==> config.mk <==
export PLATFORM = sky130hd
export DESIGN_NAME = bpa_ctrl
export DESIGN_NICKNAME = d
export VERILOG_FILES = /design/src/rtl/bpa_pkg.sv /design/src/rtl/bpa_ctrl.sv
export SDC_FILE = /design/constraint.sdc
export NUM_CORES = 1
export LEC_CHECK = 0
export BUFFER_PORTS_ARGS = -buffer_cell sky130_fd_sc_hd__buf_2
export CAP_MARGIN = 10
export CELL_PAD_IN_SITES_DETAIL_PLACEMENT = 1
export CELL_PAD_IN_SITES_GLOBAL_PLACEMENT = 2
export CORE_UTILIZATION = 27
export CTS_BUF_LIST = sky130_fd_sc_hd__clkbuf_2
export CTS_CLUSTER_DIAMETER = 100
export DETAILED_ROUTE_END_ITERATION = 12
export PLACE_DENSITY_LB_ADDON = 0.1
export SYNTH_ARGS = -nofsm -noshare
export SYNTH_HDL_FRONTEND = slang
export SYNTH_SLANG_ARGS = --single-unit
export TNS_END_PERCENT = 1
==> constraint.sdc <==
create_clock -name clk -period 2 [get_ports clk]
set_input_delay 0.4 -clock clk [delete_from_list [all_inputs] [get_ports clk]]
set_output_delay 0.4 -clock clk [all_outputs]
set_load 0.1 [all_outputs]
==> src/rtl/bpa_pkg.sv <==
// shared constants, types and helper functions of the buddy page allocator
`default_nettype none
package bpa_pkg;
	localparam int CLASS_NUM  = 12;
	localparam int POOL_PAGES = 65536;
	localparam int PAGE_W     = $clog2(POOL_PAGES);
	localparam int CNT_W      = PAGE_W + 1;
	localparam int LINK_W     = PAGE_W + 1;
	localparam int CLS_W      = $clog2(CLASS_NUM);
	localparam int NEED_W     = $clog2(CNT_W + 1);
	localparam logic [CNT_W-1:0] TOTAL_MAX = '1;
	localparam logic [CLS_W-1:0] CLS_TOP   = CLS_W'(CLASS_NUM - 1);
	localparam logic [LINK_W-1:0] LINK_NIL = LINK_W'(POOL_PAGES);

	localparam logic [1:0] ST_OK     = 2'd0;
	localparam logic [1:0] ST_ZERO   = 2'd1;
	localparam logic [1:0] ST_NOBLK  = 2'd2;

	localparam logic FUNC_ALLOC = 1'b0;
	localparam logic FUNC_FREE  = 1'b1;

	typedef enum logic [3:0] {
		CMD_NOP, CMD_CLR, CMD_LOAD, CMD_A_CHK, CMD_POP_RD, CMD_POP_WR,
		CMD_SKIP, CMD_PUSH1, CMD_PUSH2, CMD_F_START, CMD_TGL_RD,
		CMD_TGL_WR, CMD_UNLINK, CMD_OUT
	} cmd_t;

	typedef enum logic [3:0] {
		S_CLR, S_IDLE, S_A_CHK, S_POP_RD, S_POP_WR, S_A_STEP, S_PUSH1,
		S_PUSH2, S_F_START, S_F_TRD, S_F_TDEC, S_F_UNL, S_FIN
	} state_t;

	typedef struct packed {
		logic clr_last;
		logic cnt_zero;
		logic no_blk;
		logic i_zero;
		logic rem_gt_half;
		logic rem_eq_half;
		logic k_done;
		logic cls_top;
		logic bf;
		logic out_busy;
		logic is_free;
	} dp_stat_t;

	// toggle bit of the buddy pair holding pg at class c, classes packed in turn
	function automatic logic [PAGE_W-1:0] tgl_idx(input logic [PAGE_W-1:0] pg,
			input logic [CLS_W-1:0] c);
		logic [PAGE_W:0] pool;
		logic [PAGE_W:0] base;
		logic [PAGE_W-1:0] sh;
		pool = (PAGE_W+1)'(POOL_PAGES);
		base = pool - (pool >> c);
		sh   = pg >> ({1'b0, c} + (CLS_W+1)'(1));
		return base[PAGE_W-1:0] + sh;
	endfunction
endpackage
`default_nettype wire

==> src/rtl/bpa_ctrl.sv <==
// sequencer of the buddy page allocator
`default_nettype none
module bpa_ctrl (
	input  wire logic              clk,
	input  wire logic              arst_n,
	input  wire logic              in_valid,
	input  wire logic              in_func,
	input  wire bpa_pkg::dp_stat_t stat,
	output logic                   in_ready,
	output bpa_pkg::cmd_t          cmd
);
	import bpa_pkg::*;

	state_t state_q, state_nx;

	always_ff @(posedge clk or negedge arst_n) begin
		if (!arst_n) begin
			state_q <= S_CLR;
		end else begin
			state_q <= state_nx;
		end
	end

	always_comb begin
		state_nx = state_q;
		unique case (state_q)
			S_CLR:     if (stat.clr_last) state_nx = S_IDLE;
			S_IDLE:    if (in_valid) state_nx = (in_func == FUNC_FREE) ? S_F_START : S_A_CHK;
			S_A_CHK:   state_nx = (stat.cnt_zero || stat.no_blk) ? S_FIN : S_POP_RD;
			S_POP_RD:  state_nx = S_POP_WR;
			S_POP_WR:  state_nx = S_A_STEP;
			S_A_STEP: begin
				if (stat.i_zero) state_nx = S_FIN;
				else if (!stat.rem_gt_half) state_nx = S_PUSH1;
			end
			S_PUSH1:   state_nx = S_PUSH2;
			S_PUSH2: begin
				if (stat.is_free) state_nx = S_F_START;
				else state_nx = stat.rem_eq_half ? S_FIN : S_A_STEP;
			end
			S_F_START: state_nx = stat.k_done ? S_FIN : S_F_TRD;
			S_F_TRD:   state_nx = stat.cls_top ? S_PUSH1 : S_F_TDEC;
			S_F_TDEC:  state_nx = stat.bf ? S_F_UNL : S_PUSH1;
			S_F_UNL:   state_nx = S_F_TRD;
			S_FIN:     if (!stat.out_busy) state_nx = S_IDLE;
			default:   state_nx = S_IDLE;
		endcase
	end

	always_comb begin
		cmd      = CMD_NOP;
		in_ready = 1'b0;
		unique case (state_q)
			S_CLR:     cmd = CMD_CLR;
			S_IDLE: begin
				in_ready = 1'b1;
				if (in_valid) cmd = CMD_LOAD;
			end
			S_A_CHK:   cmd = CMD_A_CHK;
			S_POP_RD:  cmd = CMD_POP_RD;
			S_POP_WR:  cmd = CMD_POP_WR;
			S_A_STEP:  if (!stat.i_zero && stat.rem_gt_half) cmd = CMD_SKIP;
			S_PUSH1:   cmd = CMD_PUSH1;
			S_PUSH2:   cmd = CMD_PUSH2;
			S_F_START: if (!stat.k_done) cmd = CMD_F_START;
			S_F_TRD:   if (!stat.cls_top) cmd = CMD_TGL_RD;
			S_F_TDEC:  cmd = CMD_TGL_WR;
			S_F_UNL:   cmd = CMD_UNLINK;
			S_FIN:     if (!stat.out_busy) cmd = CMD_OUT;
			default:   cmd = CMD_NOP;
		endcase
	end
endmodule
`default_nettype wire

* Yosys cells after proc, flatten, opt, wreduce, memory -nomap -nowiden
Cells that the tools add are included.
Widths: inputs -> output; s select.
** Word-level totals
- Flip-flop bits (word level) :: 4
- Output and inout bits :: 5
- Logic and storage cells :: 42
** Operators by class
- Equality and inequality tests :: 16
- Multiplexer cells :: 20
- Reductions and logical operators :: 5
** Operator list (count)
- $pmux 4 s13 :: 2
- $mux 4 :: 14
- $eq 4x4->1 const B :: 5
- $eq 4x3->1 const B :: 4
- $eq 4x2->1 const B :: 2
- $mux 3 :: 2
- $ne 2x2->1 const B :: 3
- $eq 4x1->1 const B :: 1
- $logic_not 4->1 :: 1
- $reduce_and 4->1 :: 1
- $ne 3x3->1 const B :: 1
- $mux 2 :: 1
- $logic_and 1x1->1 :: 1
- $logic_not 1->1 :: 1
- $logic_or 1x1->1 :: 1
- $mux 1 :: 1

* Logic depth before layout (Yosys ltp)
- Depth in word-level cells :: 4
- Gate-level depth with buffers :: 7
- Depth with buffers taken out :: 4

* Worst setup path after synthesis
OpenSTA, ideal clock, no wires.
- Path type :: register -> output
- From :: reg state_q[2]
- To :: out cmd[1]
- Arrival time :: 3179 ps
- Data required time :: 1600 ps
- Path slack :: -1579 ps
- Stages on the path, launching flop included :: 7
- Cells stage by stage :: dfrtp_1 -> buf_2 -> buf_2 -> buf_2 -> o21ai_0 -> o21ai_0 -> o21ai_0
** On the way
- Word-level cells in the longest chain between the ends :: 2
- Elaborated cells between the ends (all ways) :: 14
- Those cells by class :: eq/ne (12); mux (1); reduce/logical (1)
** Ends and longest elaborated chain
- start: declaration :: line bpa_ctrl.sv:14 : state_t state_q, state_nx;
- start signal: assignment :: line bpa_ctrl.sv:20 : state_q <= state_nx;
- $eq 4x4->1 (tied with other cells) :: line bpa_ctrl.sv:53 : unique case (state_q)
- $pmux 4 s13 * :: line bpa_ctrl.sv:53
- end: declaration :: line bpa_ctrl.sv:10 : output bpa_pkg::cmd_t cmd
Every way passes the cells marked *; elsewhere a longest branch is shown, timed or not.

* Final worst setup path
- From :: reg state_q[3]
- To :: out cmd[3]
Same word-level chain as after synthesis.

==> results_dict.tcl <==
set metrics [dict create \
    synth.avg_cell_area_um2 6.937 \
    syn_to_final_growth_pct 53.31 \
    skew_ps 1.476 \
    tightestPinTransition_ps 421.1 \
    firstDrtPassIters 4 \
    cts_buffer_depth 2 \
    start_util_pct 28.50 \
    drc_errors 0 \
    track_usage_pct 18.04 \
    maxSlewHeadroom_pct 71.20 \
    crit_type "reg2out" \
    final-hold-violation-count 0 \
    fillCellCount 283 \
    wire_per_inst_um 14.36 \
    nets 132 \
    finalCritPeriodShare_pct 94.37 \
    cap_viol_max_count 0 \
    antenna_cells 0 \
    grt_first_pass_wirelength_mm 3.512 \
    synth.largest_area_cell "dfrtp_1" \
    grt_pass1_vias 781 \
    clock-root-buffer "clkbuf_2" \
    die_area_um2 2509 \
    overflow 0 \
    hold_path.class "in2async" \
    synth_area_leaders "dfrtp_1 (16%), o21ai_0 (9.6%), buf_2 (6.4%)" \
    core_area_um2 2191 \
    clk_latency_ps 200 \
    cts_made_buffers 3 \
    gp_congestion 0.7648 \
    vias 767 \
    power_leakage_nw 0.4117 \
    layout-drive-gt1-share_pct 38.26 \
    fmax_mhz 529.8 \
    port_buffers 19 \
    crit_path_end_kind "output pin" \
    ys_warn_count 0 \
    grt_max_degree 21 \
    worst_ep_arrival_time_ps 1490 \
    slew_violations 0 \
    start_kind "flop" \
    setup_tns_ps 0 \
    netlist.area_leader.share_pct 16.03 \
    via_per_inst 5.364 \
    synth_seq_cells 4 \
    antenna_found_initial 0 \
    post-dp-hpwl_mm 1.616 \
    htree_levels 1 \
    final_cells 143 \
    rsz0062_at_grt "false" \
    clk_pin_slew_ps 40 \
    drt-total-wl_mm 2.054 \
    largest_reg_flops 4 \
    ioPinCount 20 \
    ir_drop_v 0.001172 \
    setup_viol 0 \
    mappedNetlistArea_um2 624.3 \
    row_count 17 \
    fin_area_um2 957.2 \
    top_register "state_q" \
    cp.required_ps 1600 \
    cellPowerDensity_nw_per_um2 1910 \
    synthDistinctLibCells 33 \
    syn_inst 90 \
    outcome "complete, no violations" \
    first_iter_violations 5 \
    post-route-min-period_ps 1887 \
    die_w_um 50.09 \
    drtAntennaViolNets 0 \
    synth_nets 105 \
    cts_tree "done" \
    yosysSeqAreaShare_pct 16.03 \
    largestRegisters "state_q x4" \
    placed_cell_area_um2 900.9 \
    path_max_fanout 8 \
    die_height_um 50.09 \
    cts_sinks 4 \
    dp.cells 137 \
]
final timing paths:
kind                                   startpoint                     end  slack, ps  cells after the start
setup / recovery           state_q[3]$_DFFE_PN0P_                  cmd[3]        110                      5
hold / removal                             arst_n  state_q[0]$_DFFE_PN0P_        530                      2
setup reg to reg           state_q[2]$_DFFE_PN0P_  state_q[3]$_DFFE_PN0P_        350                      6
hold reg to reg            state_q[3]$_DFFE_PN0P_  state_q[2]$_DFFE_PN0P_        720                      3
max in group asynchronous                  arst_n  state_q[2]$_DFFE_PN0P_       1340                      2
min in group clk                          stat[9]  state_q[1]$_DFFE_PN0P_        580                      4
per-layer routing:
layer  up-vias  GRT usage, %  wire [um]
li1        390             -          -
met1       368         24.86       1015
met2         9         29.56       1006
met3         0         1.852         32
met4         0         4.286          0
met5         -             0          0
critical path, stage by stage, from the launching register on:
cell and delay [ps]:
dfrtp_2 460, buf_4 180, nand2b_1 110, o21ai_0 120, a32o_2 260, buf_12 170
power by group:
part | internal (mW) | switching, mW
clock | 0.0403 | 0.0284
combinational | 0.643 | 0.912
sequential | 0.122 | 0.0816
total | 0.805 | 1.02
cell families (layout without fill, tap and decap cells):
kind of cell	after synthesis	after routing	share of synthesized area [%]
muxes	3	3	4.810
AOI/OAI and AO/OA	38	38	41.28
DFF	4	4	16.03
buffers and inverters	12	37	8.817
and+or+nand+nor	33	33	29.06
synth_stat cells, drive strengths merged:
library cell,number
o31ai,2
o211ai,2
a211oi,1
a2bb2oi,1
a21o,1
nor2b,3
o21ai,13
o22a,1
nor4,2
nor2,7
o22ai,2
buf,9
a211o,1
nor3,4
a31oi,2
nand3,2
o21bai,1
a32o,1
nand2b,6
nand4b,1
nand2,4
inv,3
a21bo,2
a2111oi,1
o211a,1
or4b,1
dfrtp,4
mux2i,3
a21oi,6
nand3b,3
stage by stage:
step                      utilization [%]  total power, mW  hold WS [ps]  setup slack (ps)
after floorplan                         -            1.222         104.4            -111.8
after global placement              41.12            1.727         204.6             98.02
after detailed placement            41.12            1.727         207.6             136.4
after CTS                           43.58            1.840         529.0             30.99
after global routing                43.69            1.954         543.9             11.80
final                               43.69            1.828         534.7             112.6
cell type report:
type	instances	area, um2	share of cell area, %
tap	28	35.03	3.660
clock buffer	3	15.01	1.569
timing repair buffer	31	287.8	30.07
multi-input combinational	74	504.2	52.68
inverter	3	11.26	1.176
sequential	4	103.9	10.85
cells in the final DEF, fill, tap and decap left out, types with 2 or more instances in the layout:
cell type	instances
o31ai_1	2
nand2_1	4
nor2_1	7
nor4_1	2
buf_12	7
o21ai_0	10
o22ai_1	2
o21ai_1	2
mux2i_1	3
nor3_1	3
nand3_1	2
clkbuf_2	3
a21bo_2	2
inv_1	3
nand3b_1	3
a31oi_1	2
a21oi_1	5
buf_4	9
nand2b_1	6
nor2b_1	3
buf_2	14
dfrtp_2	3
timing repair:
item | 4_1_cts | 5_1_grt
resized for setup | 1 | 3
hold endpoints to repair | 4 | 0
setup buffers | 2 | 0
endpoints found under the setup margin | 4 | 3
gates cloned | 0 | 0
hold buffers | 1 | 0
Power figures use the tool's default switching activity.
